--- src/hdl/p2r_pkg.sv ---
// Types, constants and tables shared by the polar to rectangular converter.
// No dependencies.
package p2r_pkg;

    localparam int AMP_WIDTH   = 16;
    localparam int PHASE_WIDTH = 17;
    localparam int ANG_W       = 32;
    localparam int XY_W        = AMP_WIDTH + 18;
    localparam int FRAC        = 16;
    localparam int TABLE_LEN   = 24;

    // Gain compensation, Q30, applied as amp*K >> 14 to land in Q16.
    localparam int GAIN_W     = 31;
    localparam int PROD_W     = AMP_WIDTH + GAIN_W;
    localparam int GAIN_SHIFT = 30 - FRAC;
    localparam logic signed [GAIN_W-1:0] GAIN_Q30 = 31'sd652032874;

    // Phase (deg*256) to binary angle: 92160 = 45 * 2^11.
    localparam logic [PHASE_WIDTH-1:0] PH_TURN = 17'd92160;
    localparam int PH_DIV      = 45;
    localparam int RECIP_W     = 18;
    localparam int RECIP_SHIFT = 23;
    localparam logic [RECIP_W-1:0] RECIP = 18'd186414;
    localparam int PH_PROD_W   = PHASE_WIDTH + RECIP_W;
    localparam int QUOT_W      = 11;
    localparam int REM_W       = 6;
    localparam int FINE_W      = 21;
    localparam int FINE_BIAS   = 22;

    localparam logic signed [ANG_W-1:0] QUARTER_TURN     = 32'sh4000_0000;
    localparam logic signed [ANG_W-1:0] NEG_QUARTER_TURN = 32'shC000_0000;

    localparam logic signed [XY_W-1:0] ROUND_HALF = XY_W'(64'd1 << (FRAC - 1));
    localparam logic signed [XY_W-1:0] SAT_HI = XY_W'((64'd1 << (AMP_WIDTH - 1)) - 64'd1);
    localparam logic signed [XY_W-1:0] SAT_LO = -SAT_HI - XY_W'(1);

    localparam logic [ANG_W-1:0] ATAN_TBL [TABLE_LEN] = '{
        32'd536870912, 32'd316933406, 32'd167458907, 32'd85004756,
        32'd42667331,  32'd21354465,  32'd10679838,  32'd5340245,
        32'd2670163,   32'd1335087,   32'd667544,    32'd333772,
        32'd166886,    32'd83443,     32'd41722,     32'd20861,
        32'd10430,     32'd5215,      32'd2608,      32'd1304,
        32'd652,       32'd326,       32'd163,       32'd81
    };

    typedef logic [FINE_W-1:0] t_fine_tbl [2**REM_W];

    // Low angle bits for each remainder of phase / 45; unused codes read zero.
    function automatic t_fine_tbl fine_table();
        t_fine_tbl tbl;
        for (int b = 0; b < 2**REM_W; b++) begin
            if (b < PH_DIV) begin
                tbl[b] = FINE_W'(((longint'(b) <<< FINE_W) + FINE_BIAS) / PH_DIV);
            end else begin
                tbl[b] = '0;
            end
        end
        return tbl;
    endfunction

    typedef struct packed {
        logic signed [AMP_WIDTH-1:0] amplitude;
        logic [PHASE_WIDTH-1:0]      phase;
        logic                        line_end_in;
    } t_in_item;

    typedef struct packed {
        logic signed [AMP_WIDTH-1:0] real_part;
        logic signed [AMP_WIDTH-1:0] imag_part;
        logic                        phase_bad;
        logic                        line_end_out;
    } t_out_item;

    typedef struct packed {
        logic signed [XY_W-1:0]  x;
        logic signed [XY_W-1:0]  y;
        logic signed [ANG_W-1:0] z;
        logic                    bad;
        logic                    line_end;
    } t_rot;

endpackage

--- src/hdl/p2r_back.sv ---
// Output stage: round Q16 to integer, saturate, zero on bad phase.
// Holds the output register. Depends on p2r_pkg.
module p2r_back
    import p2r_pkg::*;
(
    input  logic      i_clk,
    input  logic      i_rst_n,
    input  logic      i_valid,
    input  t_rot      i_rot,
    output logic      o_ready,
    input  logic      i_out_ready,
    output logic      o_out_valid,
    output t_out_item o_out_item
);

    logic      en;
    logic      r_valid;
    t_out_item r_item;
    t_out_item n_item;
    logic signed [XY_W-1:0] rx, ry, qx, qy;

    function automatic logic signed [AMP_WIDTH-1:0] sat(input logic signed [XY_W-1:0] v);
        logic signed [AMP_WIDTH-1:0] r;
        if (v > SAT_HI) begin
            r = AMP_WIDTH'(SAT_HI);
        end else if (v < SAT_LO) begin
            r = AMP_WIDTH'(SAT_LO);
        end else begin
            r = v[AMP_WIDTH-1:0];
        end
        return r;
    endfunction

    assign en          = !r_valid || i_out_ready;
    assign o_ready     = en;
    assign o_out_valid = r_valid;
    assign o_out_item  = r_item;

    always_comb begin
        rx = i_rot.x + ROUND_HALF;
        ry = i_rot.y + ROUND_HALF;
        qx = rx >>> FRAC;
        qy = ry >>> FRAC;
        n_item.real_part    = i_rot.bad ? '0 : sat(qx);
        n_item.imag_part    = i_rot.bad ? '0 : sat(qy);
        n_item.phase_bad    = i_rot.bad;
        n_item.line_end_out = i_rot.line_end;
    end

    always_ff @(posedge i_clk) begin
        if (!i_rst_n) begin
            r_valid <= 1'b0;
        end else if (en) begin
            r_valid <= i_valid;
        end
    end

    always_ff @(posedge i_clk) begin
        if (en) begin
            r_item <= n_item;
        end
    end

    a_bad_zero: assert property (@(posedge i_clk) disable iff (!i_rst_n)
        (r_valid && r_item.phase_bad) |->
            (r_item.real_part == '0) && (r_item.imag_part == '0))
        else $error("bad phase result not zero");

endmodule

--- config.mk ---
export PLATFORM = sky130hd
export DESIGN_NAME = p2r_back
export DESIGN_NICKNAME = d
export VERILOG_FILES = /design/src/hdl/p2r_pkg.sv /design/src/hdl/p2r_back.sv
export SDC_FILE = /design/constraint.sdc
export NUM_CORES = 1
export LEC_CHECK = 0
export ABC_AREA = 1
export BUFFER_PORTS_ARGS = -buffer_cell sky130_fd_sc_hd__buf_2
export CAP_MARGIN = 5
export CORE_MARGIN = 5
export CORE_UTILIZATION = 35
export CTS_CLUSTER_SIZE = 20
export DETAILED_ROUTE_END_ITERATION = 6
export PLACE_DENSITY_LB_ADDON = 0.2
export SKIP_CTS_REPAIR_TIMING = 1
export SLEW_MARGIN = 20
export SYNTH_ARGS = -nofsm -noshare
export SYNTH_HDL_FRONTEND = slang
export SYNTH_SLANG_ARGS = --single-unit
--- constraint.sdc ---
create_clock -name i_clk -period 3.1 [get_ports i_clk]
set_input_delay 0.62 -clock i_clk [delete_from_list [all_inputs] [get_ports i_clk]]
set_output_delay 0.62 -clock i_clk [all_outputs]
set_load 0.05 [all_outputs]
* Word level (Yosys, flattened, before mapping) *
Cells that the tools add are included.

cells by class
  $add $sub $neg = 2
  $lt $le $gt $ge = 4
  multiplexer cells = 4
  reduce and logical (&&, ||, !) cells = 4

operators by type and width
  operator                count
  $add 34x17->34 const B  2
  $gt 18x16->1 const B    2
  $lt 18x16->1 const B    2
  $mux 16                 2
  $mux 15                 2
  $reduce_or 2->1         2
  $logic_not 1->1         1
  $logic_or 1x1->1        1

storage, ports and cells
  register bits = 35
  bits of input ports = 106

* Logic depth before layout (Yosys ltp) *
  depth after elaboration = 4
  gate-level depth with buffers = 13

* Least setup slack after synthesis *
No wires, ideal clock.

  path type = input to output
  start point = in i_out_ready
  end point = out o_ready
  arrival time = 1.696 ns
  data required time = 2.480 ns
  slack = 0.784 ns
  stages on the path = 2
  buffers on the path = 0
  cell sequence = inv_1 > nand2_1

between the ends
  cells in the longest elaborated chain, start to end = 1

RTL lines
  what              RTL line        text
  from (decl)       p2r_back.sv:11  input logic i_out_ready,
  $logic_or 1x1->1  p2r_back.sv:34  assign en = !r_valid || i_out_ready;
  to (decl)         p2r_back.sv:10  output logic o_ready,

Every way passes these cells.

* Worst setup path in the final report *
  start point = in i_rot[49] (netlist bit)
  end point = reg r_item (netlist bit o_out_item[12]), data pin

between the ends
  cells in the longest elaborated chain, start to end = 4
  elaborated cells between the ends (all ways) = 5

RTL lines
  what                  RTL line        text
  from (decl)           p2r_back.sv:9   input t_rot i_rot,
  $add 34x17->34 (*)    p2r_back.sv:41  ry = i_rot.y + ROUND_HALF;
  $lt 18x16->1          p2r_back.sv:26  end else if (v < SAT_LO) begin
  $mux 16               p2r_back.sv:26
  $mux 15 (*)           p2r_back.sv:24  if (v > SAT_HI) begin
  to (signal assigned)  p2r_back.sv:60  r_item <= n_item;
  to (decl)             p2r_back.sv:18  t_out_item r_item;

Mark *: on every way between the ends. The rest lies on a longest branch, timed or not.
A chain may end at the register's enable or synchronous reset.

==> results.json <==
{
  "relSlewSlack_pct": 68.5,
  "die_height_um": 93.2,
  "regToRegSetupSlack_ns": 1.95,
  "rsz0062_at_grt": "false",
  "p_clk_share_pct": 24.3,
  "dieArea_sq_um": 8680,
  "numClockSinks": 35,
  "fin_ws_ns": 1.12,
  "ff2ff_path_depth": 2,
  "grt_pass1_wl_um": 9140,
  "ant_nets": 0,
  "worst_pin_slew_ns": 0.472,
  "crit_arrival_ns": 2.01,
  "synth_area_leader_cell": "edfxtp_1",
  "crit_path_end_kind": "flip-flop",
  "io_pins": 142,
  "drc": 0,
  "setup_viol": 0,
  "final_nets": 486,
  "grt_pass1_vias": 1911,
  "setup_tns_ns": 0,
  "core_sq_um": 6760,
  "seq_area_sq_um": 1040,
  "ys_seq_elements": 35,
  "clockRootBuffer": "clkbuf_8",
  "wl_per_cell_um": 12.2,
  "synth_warnings": 0,
  "synth_nets": 405,
  "p_int_w": 0.000825,
  "multi_input_area_sq_um": 1190,
  "rows": 30,
  "cts_buffers": 5,
  "outcome": "complete, no violations",
  "grt_overflow": 0,
  "finalInstanceArea_sq_um": 2940,
  "grt_max_degree": 36,
  "dpl_cell_area_sq_um": 2860,
  "crit_chain": "buf_2 > ha_1 > nand2_1 > nor2_1 > nand2_1 > nor2_1 > nor2_1 > nor2_1 > nand2_1 > nand3_2 > nand2_1",
  "antenna_found_initial": 0,
  "num_antenna_cells": 0,
  "cts_max_level": 2,
  "io_buffer_count": 79,
  "p_seq_share_pct": 45.6,
  "viasPerCell": 4.53,
  "worstReg2RegEnd": "o_out_item[15]",
  "rr_startpoint": "o_out_valid",
  "place_hpwl_um": 4620,
  "fillers": 719,
  "yosys-top-cells-area": "edfxtp_1 (42%), nand2_1 (14%), nand3_1 (7.2%)",
  "finalMaxSlewViolations": 0,
  "clkTransAtPathRegs_ns": 0.07,
  "period_share_pct": 64.0,
  "hold_path_depth": 1,
  "swShare_pct": 35.5,
  "firstDrtPassIters": 4,
  "synth.yosys.seq_area_share_pct": 43.0,
  "peakVddDrop_uv": 157,
  "worstHoldStart": "i_rot[0]",
  "yosysTopAreaCellShare_pct": 42.2,
  "wirelength_um": 5590,
  "clock_path_buffers": 2,
  "vias": 2080,
  "gp_congestion": 0.875,
  "clk_latency_ns": 0.28,
  "slowest_stage": "ha_1",
  "cp_max_fo": 14,
  "synth_cell_types": 24,
  "drive_gt1_share_pct": 29.0,
  "hold_path_end": "o_out_item[0]",
  "synthCells": 297,
  "start_util_pct": 35.8,
  "syn_area_per_cell_sq_um": 8.15,
  "required_ns": 3.13,
  "area_growth_pct": 21.5,
  "combPwrFrac_pct": 30.1,
  "grt_use_total_pct": 13.3,
  "p_leak_nw": 1.45,
  "fin_worst_skew_ns": 0.00327,
  "slowest_delay_ns": 0.22,
  "drv_cap": 0,
  "power.density_nw_per_um2": 435,
  "syn-cell-area_sq_um": 2420,
  "switchingPower_w": 0.000454,
  "critPathKind": "input pin to flip-flop",
  "hold_class": "input pin to flip-flop",
  "dpl_worst_slack_ns": 0.819,
  "die_width_um": 93.2,
  "finish.utilization_pct": 43.5,
  "startpoint_type": "input pin",
  "cts_tree": "yes",
  "hold_viol": 0,
  "fin_crit_ns": 1.98,
  "drtIter0Drc": 102,
  "max_freq_ghz": 0.504
}
-- sequential cells by signal (all words and copies together), names as in the netlist --
signal	cells
o_out_item	34
o_out_valid	1
-- cells by family (layout without fill, tap and decap cells) --
group	Yosys count	in the layout	share of synthesized area, %
AO/OA/AOI/OAI	7	7	1.81
XOR/XNOR	30	30	11.2
adder cells (fa/ha/maj)	2	2	1.03
buffers and inverters	37	119	7.60
flip-flops	35	35	43.0
AND/OR/NAND/NOR	186	186	35.4
-- per-stage QoR --
stage               hold WS (ns)  power (W)  cells
finish                     0.516    0.00128    459
global route               0.498    0.00135    459
CTS                        0.505    0.00130    459
detailed placement         0.807   0.000982    451
global placement           0.799   0.000979    451
floorplan                  0.719   0.000877    297
-- cell usage after synthesis --
master,count
xor2_2,1
nand3_1,35
inv_1,30
nand2_2,5
nand3_2,7
xor2_1,17
ha_1,2
edfxtp_1,34
a21boi_0,1
o21bai_2,1
o21ai_0,2
o21ai_1,1
nor3_1,2
nor2_4,4
nor2_2,5
and2_1,1
nor2_1,35
nand4_1,4
xnor2_1,12
buf_6,5
dfxtp_1,1
buf_4,2
nand2_1,88
a21oi_1,2
-- per-layer routing --
metal,vias up,wire length (um),track usage [%]
met5,-,0,0
met4,0,74,4.76
met3,6,394,3.86
met2,59,2330,19.2
met1,898,2790,18.8
li1,1117,-,-
-- area by class of cell --
type | count | share of cell area, %
clock inverters | 1 | 0.170
clock buffers | 7 | 2.60
flip-flops and latches | 35 | 35.4
multi-input cells | 225 | 40.6
repair buffers | 81 | 14.0
well taps | 80 | 3.40
inverters | 30 | 3.83
-- worst max-delay path: cells and delay by family --
kind          cells  cell delay, ns
buf+inv           1            0.09
fa+ha+maj         1            0.22
simple gates      9            1.08
-- how the worst max path moves through the flow --
stage | startpoint | endpoint | slack, ns | cells after the start
6_report | i_rot[49] | o_out_item[12] | 1.12 | 11
5_1_grt | i_rot[83] | o_out_item[32] | 0.94 | 12
4_1_cts | i_rot[49] | o_out_item[12] | 1.13 | 11
3_5_place_dp | i_rot[50] | o_out_item[12] | 0.82 | 11
3_3_place_gp | i_rot[83] | o_out_item[32] | 0.85 | 11
2_1_floorplan | i_out_ready | o_ready | 0.78 | 2
-- power by group through the flow --
stage          Combinational (W)  Sequential [W]  Clock, W
2_1_floorplan           0.000112        0.000764         0
3_3_place_gp            0.000385        0.000594         0
3_5_place_dp            0.000387        0.000594         0
4_1_cts                 0.000388        0.000584  0.000324
5_1_grt                 0.000416        0.000587  0.000348
6_report                0.000385        0.000583  0.000311
-- layout by cell type (no fill, tap or decap) --
cell and count:
dfxtp_1 1, o21ai_0 2, o21bai_2 1, nand2_1 88, nand3_2 7, buf_4 2
xor2_2 1, a21oi_1 2, edfxtp_1 34, inv_1 30, buf_2 79, xnor2_1 12
nor2_2 5, clkbuf_8 5, nand4_1 4, ha_1 2, a21boi_0 1, xor2_1 17
clkbuf_1 2, nor2_4 4, nand2_2 5, nand3_1 35, and2_1 1, clkinv_2 1
nor3_1 2, nor2_1 35, o21ai_1 1
(Power assumes the default switching activity.)
