[src/hdl/p2r_pkg.sv]
// Types, constants and tables shared by the polar to rectangular converter.
// No dependencies.
package p2r_pkg;

    localparam int AMP_WIDTH   = 16;
    localparam int PHASE_WIDTH = 17;
    localparam int ANG_W       = 32;
    localparam int XY_W        = AMP_WIDTH + 18;
    localparam int FRAC        = 16;
    localparam int TABLE_LEN   = 24;

    // Gain compensation, Q30, applied as amp*K >> 14 to land in Q16.
    localparam int GAIN_W     = 31;
    localparam int PROD_W     = AMP_WIDTH + GAIN_W;
    localparam int GAIN_SHIFT = 30 - FRAC;
    localparam logic signed [GAIN_W-1:0] GAIN_Q30 = 31'sd652032874;

    // Phase (deg*256) to binary angle: 92160 = 45 * 2^11.
    localparam logic [PHASE_WIDTH-1:0] PH_TURN = 17'd92160;
    localparam int PH_DIV      = 45;
    localparam int RECIP_W     = 18;
    localparam int RECIP_SHIFT = 23;
    localparam logic [RECIP_W-1:0] RECIP = 18'd186414;
    localparam int PH_PROD_W   = PHASE_WIDTH + RECIP_W;
    localparam int QUOT_W      = 11;
    localparam int REM_W       = 6;
    localparam int FINE_W      = 21;
    localparam int FINE_BIAS   = 22;

    localparam logic signed [ANG_W-1:0] QUARTER_TURN     = 32'sh4000_0000;
    localparam logic signed [ANG_W-1:0] NEG_QUARTER_TURN = 32'shC000_0000;

    localparam logic signed [XY_W-1:0] ROUND_HALF = XY_W'(64'd1 << (FRAC - 1));
    localparam logic signed [XY_W-1:0] SAT_HI = XY_W'((64'd1 << (AMP_WIDTH - 1)) - 64'd1);
    localparam logic signed [XY_W-1:0] SAT_LO = -SAT_HI - XY_W'(1);

    localparam logic [ANG_W-1:0] ATAN_TBL [TABLE_LEN] = '{
        32'd536870912, 32'd316933406, 32'd167458907, 32'd85004756,
        32'd42667331,  32'd21354465,  32'd10679838,  32'd5340245,
        32'd2670163,   32'd1335087,   32'd667544,    32'd333772,
        32'd166886,    32'd83443,     32'd41722,     32'd20861,
        32'd10430,     32'd5215,      32'd2608,      32'd1304,
        32'd652,       32'd326,       32'd163,       32'd81
    };

    typedef logic [FINE_W-1:0] t_fine_tbl [2**REM_W];

    // Low angle bits for each remainder of phase / 45; unused codes read zero.
    function automatic t_fine_tbl fine_table();
        t_fine_tbl tbl;
        for (int b = 0; b < 2**REM_W; b++) begin
            if (b < PH_DIV) begin
                tbl[b] = FINE_W'(((longint'(b) <<< FINE_W) + FINE_BIAS) / PH_DIV);
            end else begin
                tbl[b] = '0;
            end
        end
        return tbl;
    endfunction

    typedef struct packed {
        logic signed [AMP_WIDTH-1:0] amplitude;
        logic [PHASE_WIDTH-1:0]      phase;
        logic                        line_end_in;
    } t_in_item;

    typedef struct packed {
        logic signed [AMP_WIDTH-1:0] real_part;
        logic signed [AMP_WIDTH-1:0] imag_part;
        logic                        phase_bad;
        logic                        line_end_out;
    } t_out_item;

    typedef struct packed {
        logic signed [XY_W-1:0]  x;
        logic signed [XY_W-1:0]  y;
        logic signed [ANG_W-1:0] z;
        logic                    bad;
        logic                    line_end;
    } t_rot;

endpackage

[src/hdl/p2r_front.sv]
// Front end: phase to binary angle, quadrant fold and gain-scaled start vector.
// Three register stages. Depends on p2r_pkg.
module p2r_front
    import p2r_pkg::*;
(
    input  logic     i_clk,
    input  logic     i_rst_n,
    input  logic     i_valid,
    input  t_in_item i_item,
    output logic     o_ready,
    input  logic     i_take,
    output logic     o_valid,
    output t_rot     o_rot
);

    localparam t_fine_tbl FINE_TBL = fine_table();

    logic en1, en2, en3;
    logic r1_valid, r2_valid, r3_valid;

    logic [PHASE_WIDTH-1:0]   r1_ph;
    logic [QUOT_W-1:0]        r1_quot;
    logic signed [PROD_W-1:0] r1_prod;
    logic                     r1_bad, r1_le;

    logic [REM_W-1:0]       r2_rem;
    logic [QUOT_W-1:0]      r2_quot;
    logic signed [XY_W-1:0] r2_x0;
    logic                   r2_bad, r2_le;

    t_rot r3_rot;

    logic [PH_PROD_W-1:0]     n_ph_prod;
    logic signed [PROD_W-1:0] n_prod;
    logic [PHASE_WIDTH-1:0]   n_rem_full;
    logic signed [PROD_W-1:0] n_scaled;
    logic signed [ANG_W-1:0]  n_ang;
    logic                     n_flip;
    t_rot                     n_rot;

    assign en3     = !r3_valid || i_take;
    assign en2     = !r2_valid || en3;
    assign en1     = !r1_valid || en2;
    assign o_ready = en1;
    assign o_valid = r3_valid;
    assign o_rot   = r3_rot;

    always_comb begin
        n_ph_prod = PH_PROD_W'(i_item.phase) * PH_PROD_W'(RECIP);
        n_prod    = PROD_W'(i_item.amplitude) * PROD_W'(GAIN_Q30);
    end

    always_comb begin
        n_rem_full = r1_ph - (PHASE_WIDTH'(r1_quot) * PHASE_WIDTH'(PH_DIV));
        n_scaled   = r1_prod >>> GAIN_SHIFT;
    end

    always_comb begin
        n_ang  = {r2_quot, FINE_TBL[r2_rem]};
        n_flip = (n_ang > QUARTER_TURN) || (n_ang < NEG_QUARTER_TURN);
        n_rot.x        = n_flip ? -r2_x0 : r2_x0;
        n_rot.y        = '0;
        n_rot.z        = n_flip ? {~n_ang[ANG_W-1], n_ang[ANG_W-2:0]} : n_ang;
        n_rot.bad      = r2_bad;
        n_rot.line_end = r2_le;
    end

    always_ff @(posedge i_clk) begin
        if (!i_rst_n) begin
            r1_valid <= 1'b0;
            r2_valid <= 1'b0;
            r3_valid <= 1'b0;
        end else begin
            if (en1) r1_valid <= i_valid;
            if (en2) r2_valid <= r1_valid;
            if (en3) r3_valid <= r2_valid;
        end
    end

    always_ff @(posedge i_clk) begin
        if (en1) begin
            r1_ph   <= i_item.phase;
            r1_quot <= n_ph_prod[RECIP_SHIFT +: QUOT_W];
            r1_prod <= n_prod;
            r1_bad  <= (i_item.phase >= PH_TURN);
            r1_le   <= i_item.line_end_in;
        end
        if (en2) begin
            r2_rem  <= n_rem_full[REM_W-1:0];
            r2_quot <= r1_quot;
            r2_x0   <= XY_W'(n_scaled);
            r2_bad  <= r1_bad;
            r2_le   <= r1_le;
        end
        if (en3) begin
            r3_rot <= n_rot;
        end
    end

    // Folded angle must lie within a quarter turn either side of zero.
    a_fold_range: assert property (@(posedge i_clk) disable iff (!i_rst_n)
        (r3_valid && !r3_rot.bad) |->
            (r3_rot.z <= QUARTER_TURN) && (r3_rot.z >= NEG_QUARTER_TURN))
        else $error("folded angle out of range");

endmodule

[config.mk]
export PLATFORM = sky130hd
export DESIGN_NAME = p2r_front
export DESIGN_NICKNAME = d
export VERILOG_FILES = /design/src/hdl/p2r_pkg.sv /design/src/hdl/p2r_front.sv
export SDC_FILE = /design/constraint.sdc
export NUM_CORES = 1
export LEC_CHECK = 0
export BUFFER_PORTS_ARGS = -buffer_cell sky130_fd_sc_hd__buf_2
export CAP_MARGIN = 20
export CELL_PAD_IN_SITES_DETAIL_PLACEMENT = 2
export CELL_PAD_IN_SITES_GLOBAL_PLACEMENT = 2
export CORE_MARGIN = 4
export CORE_UTILIZATION = 34
export CTS_CLUSTER_DIAMETER = 80
export DETAILED_ROUTE_END_ITERATION = 12
export PLACE_DENSITY_LB_ADDON = 0.05
export SETUP_SLACK_MARGIN = 0.3
export SLEW_MARGIN = 20
export SYNTH_ARGS = -nofsm -noshare
export SYNTH_HDL_FRONTEND = slang
export SYNTH_SLANG_ARGS = --single-unit
[constraint.sdc]
create_clock -name i_clk -period 15.45 [get_ports i_clk]
set_input_delay 1.545 -clock i_clk [delete_from_list [all_inputs] [get_ports i_clk]]
set_output_delay 1.545 -clock i_clk [all_outputs]
set_load 0.02 [all_outputs]
# [Word-level counts from Yosys, hierarchy flattened]
# Memory sizes are Yosys's and may differ from the RTL's.
# Index checks and enable logic that the tools add are counted.
[classes] add_sub_neg=2 mul=3 order_cmp=4 n_mux=4 bitwise=2 n_reduce_logical=7
[ops] operator="multiplier 16 x 30 -> 46 bit, second input constant" count=1
[ops] operator="2-to-1 mux 21 bit" count=2
[ops] operator="2-to-1 mux 34 bit" count=1
[ops] operator="negation 33 -> 34 bit" count=1
[ops] operator="multiplier 17 x 17 -> 33 bit, second input constant" count=1
[ops] operator="greater-than comparator 32 bit, second input constant" count=1
[ops] operator="< comparator 32 x 31 -> 1 bit, second input constant" count=1
[ops] operator="2-to-1 mux 32 bit" count=1
[ops] operator=">= comparator 17 bit, second input constant" count=1
[ops] operator="multiplier 11 x 6 -> 6 bit, second input constant" count=1
[ops] operator=">= comparator 7 bit, second input constant" count=1
[ops] operator="NOT 6 -> 7 bit" count=1
[ops] operator="subtractor 6 bit" count=1
[ops] operator="logical OR 1 bit" count=4
[ops] operator="logical NOT 1 bit" count=3
[ops] operator="NOT 1 bit" count=1
[totals] register_bits=188 rom_bits=1344 input_bits=38 wordCells=40 memories=1
[memory_table] name="(no name shown)" words=64 width=21 read_ports=1 rd_clocked_by_memory_dff=0 write_ports=0 line="p2r_front.sv:59" rtl="n_ang = {r2_quot, FINE_TBL[r2_rem]};"

# [Logic depth before layout (Yosys ltp)]
# Gate-level depths: netlist of the first run.
[depth] ltp_word=7 mapped_depth=22 depth_no_buf=22

# [Worst setup path before layout of the first run]
# No wires, ideal clock.
[synth_timing] path_kind="in2reg" start="input i_item[28] in the netlist's numbering" end="register r1_prod[45] (data pin)" setup_time_ns=0.265 arrival_time_ns=6.897 t_required_ns=15.185 setup_slack_ns=8.289 path_stages=20 n_path_buf=0 cell_sequence="inv_1 fa_1 fa_1 fa_1 inv_1 fa_1 fa_1 inv_1 fa_1 inv_1 ha_1 a2111o_1 a31oi_1 o21ai_0 o21bai_1 o2111ai_1 nand2_1 o311a_1 o21ai_0 a21oi_1"
[synth_via] elab_chain_len=1
[synth_rtl] element="start: declaration" line="p2r_front.sv:9" rtl="input t_in_item i_item,"
[synth_rtl] element="multiplier 16 x 30 -> 46 bit" line="p2r_front.sv:50" rtl="n_prod = PROD_W'(i_item.amplitude) * PROD_W'(GAIN_Q30);"
[synth_rtl] element="named net n_prod[45]" line="p2r_front.sv:34" rtl="logic signed [PROD_W-1:0] n_prod;"
[synth_rtl] element="end signal: assignment" line="p2r_front.sv:84" rtl="r1_prod <= n_prod;"
[synth_rtl] element="end: declaration" line="p2r_front.sv:23" rtl="logic signed [PROD_W-1:0] r1_prod;"
# The timed path passes the listed nets, and every way through them passes these cells.
# A chain may end at the register's enable or synchronous reset.

# [Final worst setup path of the first run]
[layout_timing] start="input i_item[5] in the netlist's numbering" end="register r1_quot[9] (data pin)"
[layout_via] elab_chain_len=1
[layout_rtl] element="multiplier 17 x 17 -> 33 bit" line="p2r_front.sv:49" rtl="n_ph_prod = PH_PROD_W'(i_item.phase) * PH_PROD_W'(RECIP);"
[layout_rtl] element="named net n_ph_prod[32]" line="p2r_front.sv:33" rtl="logic [PH_PROD_W-1:0] n_ph_prod;"
[layout_rtl] element="end signal: assignment" line="p2r_front.sv:83" rtl="r1_quot <= n_ph_prod[RECIP_SHIFT +: QUOT_W];"
[layout_rtl] element="end: declaration" line="p2r_front.sv:22" rtl="logic [QUOT_W-1:0] r1_quot;"
# The timed path passes the listed nets, and every way through them passes these cells.

==> metrics.md, run 1 <==
| Metric | Value |
|---|---|
| Syn. warnings | `0` |
| Via density | `4.715` |
| Startpoint types | `input port` |
| Num CTS Buffers | `17` |
| Antenna Violating Nets Remaining | `0` |
| RD Place Congestion | `0.9141` |
| Floorplan core area | `56820 um2` |
| Wirelength per Cell | `20.06 um` |
| RSZ-0062 raised after global routing | `false` |
| Cells after Synth | `1770` |
| Slew margin rel. | `51.95%` |
| Ports | `142` |
| Run status | `finished, final reports clean` |
| First-pass GRT wire length | `84830 um` |
| Post-Route WL | `53060 um` |
| Synth Flop Type | `edfxtp_1` |
| Vias in the first global route | `14400` |
| Async S/R FF share, synth | `0%` |
| Final Hold Viols | `0` |
| Maximum clock frequency | `128.7 MHz` |
| Iter 0 DRT Violations | `415` |
| Worst Path Required | `15.60 ns` |
| Commonest cells post-synth | `inv_1 (435), ha_1 (309), fa_1 (267), edfxtp_1 (168), xnor2_1 (68)` |
| Clock sink count | `171` |
| DRT Pass-1 Iters | `4` |
| FF-to-FF Start | `r2_rem[1]$_DFFE_PP_` |
| CTS H-tree lvls | `4` |
| Postcts setup bufs | `0` |
| Clk_lat worst skew | `0.43 ns` |
| Top-count cell post-synth | `inv_1` |
| Cell Area, Synth | `19680 um2` |
| Period utilization | `50.30%` |
| Antenna cells | `0` |
| Buffer levels on the longest clock path | `2` |
| # rows | `87` |
| CTS tree | `built` |
| Sequential cell area | `5105 um2` |
| Die X | `248.6 um` |
| Final Skew | `0.008717 ns` |
| Setup TNS | `0 ns` |
| Seq/Total Area, Yosys | `25.94%` |
| Area share of the largest cell type after synthesis | `27.16%` |
| Critical Path Source | `i_item[5]` |
| Multi-input logic area | `12690 um2` |
| HPWL Detailed | `47040 um` |
| CP Max Fanout | `6` |
| Fillers | `6030` |
| Initial Util | `34.63%` |
| Root buf cell | `clkbuf_16` |
| FF+latch count, synth | `171` |
| DR DRC count | `0` |
| Final min period | `7.772 ns` |
| Cts hold-fix bufs | `0` |
| Die ar. | `61790 um2` |
| Post-synth EDFFs | `168` |
| Post-CTS Resized | `0` |
| Average size of a mapped cell | `11.12 um2` |
| GRT Total Usage | `17.43%` |
| Area leader, netlist | `fa_1` |
| Nets | `2490` |
| Layout cell share with drive strength beyond 1 | `9.052%` |
| Min-delay src | `r1_prod[41]$_DFFE_PP_` |
| Yosys cell types | `67` |
| PortBufs | `107` |
| Crit path capture type | `flip-flop` |
| Final setup fails | `0` |
| Max Cap Viol | `0` |
| Antenna violations before repair | `0` |
| Grt total ovfl | `0` |
| Synth area leaders | `fa_1 (27%), edfxtp_1 (26%), ha_1 (20%), inv_1 (8.3%), xnor2_1 (3.0%)` |
| Die span in y | `248.6 um` |
| Largest net degree at the start of global routing | `54` |
| Worst-margin pin slew | `0.7207 ns` |
| P&R area growth vs syn | `9.588%` |
| HP Class | `reg2reg` |
| CP arrival | `7.92 ns` |
| Pins Over Slew Limit | `0` |
| Vias post-DR | `12470` |
| Critical path class | `in2reg` |
| Clk slew on worst S/H paths | `0.07 ns` |
[flip-flops by register name, summed over array words and instances (netlist names), 6 cells and up]
signal,cells
o_rot,64
r1_ph,6
r1_prod,33
r1_quot,11
r2_quot,11
r2_rem,6
r2_x0,33
[critical path, cell delays in order]
cell and delay [ns]:
buf_2 0.18, ha_1 0.33, inv_1 0.10, fa_1 0.54, inv_1 0.05, fa_1 0.51
fa_1 0.52, fa_1 0.52, fa_1 0.50, ha_1 0.34, and3_1 0.20, and3_1 0.24
nand3_1 0.10, a31oi_1 0.39, o31ai_1 0.22, a2111oi_2 0.61, o311ai_1 0.24, nor2b_1 0.20
o311ai_0 0.54
[through the flow]
stage	util [%]	area (um2)	cells	worst slack (ns)	hold slack [ns]
after global placement	36.90	20970	2613	7.265	0.4018
after floorplan	-	19800	1803	8.289	0.4003
after global routing	37.95	21560	2645	7.257	0.4203
after CTS	37.95	21560	2645	7.648	0.4148
final	37.95	21560	2645	7.678	0.4102
after detailed placement	36.90	20970	2613	7.136	0.4075
[cell usage in the layout, fill, tap and decap left out, types with 7 or more instances in the layout]
cell / count
nand3_1: 10
conb_1: 34
buf_2: 107
o21ai_0: 55
ha_1: 309
a31oi_1: 10
o21bai_1: 9
fa_1: 267
xnor2_1: 68
xor2_1: 17
nor3_1: 20
o21a_1: 10
clkbuf_16: 17
nand2_1: 48
a21oi_1: 67
o31ai_1: 10
a211oi_1: 10
or2_2: 7
buf_4: 7
edfxtp_1: 168
nor2_1: 50
nand2b_1: 11
inv_1: 434
o22ai_1: 11
a21o_1: 18
[metal layers]
metal	routed length (um)	GRT usage, %	vias to the layer above
met1	25010	24.29	6352
met3	1859	2.518	29
met2	25590	29.44	168
met4	605	3.013	0
met5	0	0	-
li1	-	-	5923
[kinds of logic after synthesis]
logic type      share of synthesized area [%]
xor+xnor                                3.783
buf+inv                                 10.24
simple gates                            5.208
compound gates                          7.726
flops                                   25.94
mux                                    0.2734
fa+ha+maj                               46.81
other cells                           0.01906
[final timing paths]
kind,to,slack (ns),cells after the start
setup / recovery,r1_quot[9]$_DFFE_PP_,7.68,19
hold / removal,r2_x0[27]$_DFFE_PP_,0.41,0
setup reg to reg,o_rot[101]$_DFFE_PP_,11.35,12
hold reg to reg,r2_x0[27]$_DFFE_PP_,0.41,0
[cell type report]
type / instances / area share (%)
Sequential cell: 171 / 23.67
Multi-Input combinational cell: 1136 / 58.86
Clock buffer: 19 / 2.008
Inverter: 436 / 7.589
Timing Repair Buffer: 114 / 2.727
Tap cell: 756 / 4.386
Clock inverter: 13 / 0.7601
Power of run 1 is left out: the tool's default activity adds up to more than one toggle a clock period on the data nets, which glitch-free logic cannot reach.
==> run 2, diff against run 1 <==
Clock period 15.45 ns to 6.35 ns, I/O delays scaled along.
==> run 2 against run 1 <==
  * Flip-flop and latch count stayed put
  * Global-route usage grew 0.39 points
  * Worst setup slack got worse by 7.3 ns
  * Non-clock buffer count grew 172
  * Wire length is 3.6% higher
  * Final area increased by 7.3%
  * Critical endpoint is now r1_prod[41]$_DFFE_PP_
  * Count of clock-buffer cells in the layout stayed put
  * Largest cell class unchanged
  * Register-to-register slack worse by 9.3 ns
  * First-iteration DRC count shrank 8.9%
  * Core utilization increased by 2.8 points
  * Hold slack lost 0.023 ns
==> metrics.md, run 2 (same netlist as run 1, synthesis figures left out) <==
| Metric | Value |
|---|---|
| DRT Pass-1 Iters | `4` |
| Clock sink count | `171` |
| Buffer levels on the longest clock path | `2` |
| PortBufs | `107` |
| Iter 0 DRT Violations | `378` |
| First-pass GRT wire length | `87000 um` |
| Reg-to-Reg End | `o_rot[79]$_DFFE_PP_` |
| Layout cell share with drive strength beyond 1 | `19.17%` |
| CTS tree | `built` |
| Startpoint types | `input port` |
| Commonest cells after routing, fill and taps aside | `inv_1 (430), ha_1 (296), fa_1 (259)` |
| HP Class | `in2reg` |
| Period utilization | `93.48%` |
| Antenna Violating Nets Remaining | `0` |
| Slew margin rel. | `46.98%` |
| Worst path max stage delay | `0.58 ns` |
| Critical Path Source | `i_item[28]` |
| Min-delay src | `i_item[0]` |
| HPWL Detailed | `48740 um` |
| CP endpoint | `r1_prod[41]$_DFFE_PP_` |
| Die X | `248.6 um` |
| CP arrival | `6.13 ns` |
| Worst-margin pin slew | `0.7945 ns` |
| Multi-input logic area | `13040 um2` |
| RD Place Congestion | `0.8792` |
| Initial Util | `34.63%` |
| Wirelength per Cell | `19.52 um` |
| Ports | `142` |
| Post-Route WL | `54990 um` |
| Largest net degree at the start of global routing | `53` |
| Worst Path Required | `6.54 ns` |
| RSZ-0062 raised after global routing | `false` |
| P&R area growth vs syn | `17.54%` |
| Floorplan core area | `56820 um2` |
| Vias post-DR | `13160` |
| Flop2flop setup slack | `2.09 ns` |
| Die ar. | `61790 um2` |
| Critical path class | `in2reg` |
| Pins Over Slew Limit | `0` |
| Sequential cell area | `5105 um2` |
| Via density | `4.671` |
| Crit path capture type | `flip-flop` |
| GRT Total Usage | `17.82%` |
| Post-layout util | `40.71%` |
| Final Skew | `0.01019 ns` |
| Run status | `finished, final reports clean` |
| CP Max Fanout | `4` |
| CTS H-tree lvls | `4` |
| Clk_lat worst skew | `0.44 ns` |
| R2R cell count | `11` |
| Max Cap Viol | `0` |
| Largest register FFs | `64` |
| # rows | `87` |
| Antenna violations before repair | `0` |
| Die span in y | `248.6 um` |
| Grt total ovfl | `0` |
| Final min period | `5.936 ns` |
| Num CTS Buffers | `17` |
| Antenna cells | `0` |
| Fillers | `6025` |
| Final setup fails | `0` |
| Maximum clock frequency | `168.5 MHz` |
| Slowest stage cell on the critical path | `fa_1` |
| FF-to-FF Start | `r2_rem[1]$_DFFE_PP_` |
| Root buf cell | `clkbuf_16` |
| Commonest non-fill, non-tap cell in the layout | `inv_1` |
| Nets | `2662` |
| Final Hold Viols | `0` |
| DR DRC count | `0` |
| Clk slew on worst S/H paths | `0.07 ns` |
| Vias in the first global route | `15180` |
-- run 2: cell count changes in the layout (fill, tap and decap cells not counted), moves of 5 or more --
cell	change
o21ai_0	-7
fa_1	-8
ha_4	+10
fa_2	+8
ha_1	-13
clkinv_2	+5
buf_4	+172
-- run 2: worst min-delay path by stage --
stage | end | slack (ns) | depth (start not counted)
4_1_cts | r1_le$_DFFE_PP_ | 0.36 | 1
6_report | r1_le$_DFFE_PP_ | 0.39 | 1
3_3_place_gp | o_rot[0]$_DFFE_PP_ | 0.40 | 0
2_1_floorplan | o_rot[0]$_DFFE_PP_ | 0.40 | 0
5_1_grt | r1_le$_DFFE_PP_ | 0.36 | 1
3_5_place_dp | r2_x0[22]$_DFFE_PP_ | 0.41 | 0
-- run 2: what timing repair did --
item                       CTS  global route
setup endpoints to repair   15            24
gates resized for setup     22            43
hold buffers                 0             0
buffers inserted             6             0
pin swaps                    8            33
-- run 2: critical path: cells and delay by family --
| family | cells | cell delay [ns] |
|---|---|---|
| AOI/OAI and AO/OA | 5 | 0.90 |
| adders and majority gates | 7 | 3.08 |
| buffers and inverters | 10 | 1.20 |
| and+or+nand+nor | 3 | 0.32 |
-- run 2: routing by layer --
metal	vias up	wire (um)	track usage (%)
li1	6262	-	-
met1	6735	26120	24.63
met2	132	27390	31.14
met3	28	938	1.588
met4	0	545	2.917
met5	-	0	0
-- run 2: final cells by class --
cell class	count	area share [%]
clock buffers	19	1.872
clock inverters	13	0.4003
inverters	436	7.076
multi-input cells	1136	56.37
flip-flops and latches	171	22.07
well taps	756	4.090
repair buffers	286	8.125
-- run 2: metrics by stage --
step | instances | worst slack, ns | setup TNS (ns) | hold slack, ns | cell area, um2
6_report | 2817 | 0.4142 | 0 | 0.3875 | 23130
5_1_grt | 2817 | 0.2678 | 0 | 0.3591 | 23130
4_1_cts | 2817 | 0.3050 | 0 | 0.3563 | 22900
3_5_place_dp | 2779 | -0.5432 | -5.867 | 0.4057 | 22230
3_3_place_gp | 2779 | -0.3888 | -3.590 | 0.4024 | 22230
2_1_floorplan | 1803 | 0.3196 | 0 | 0.4003 | 19810
Power of run 2 is left out for the same reason.
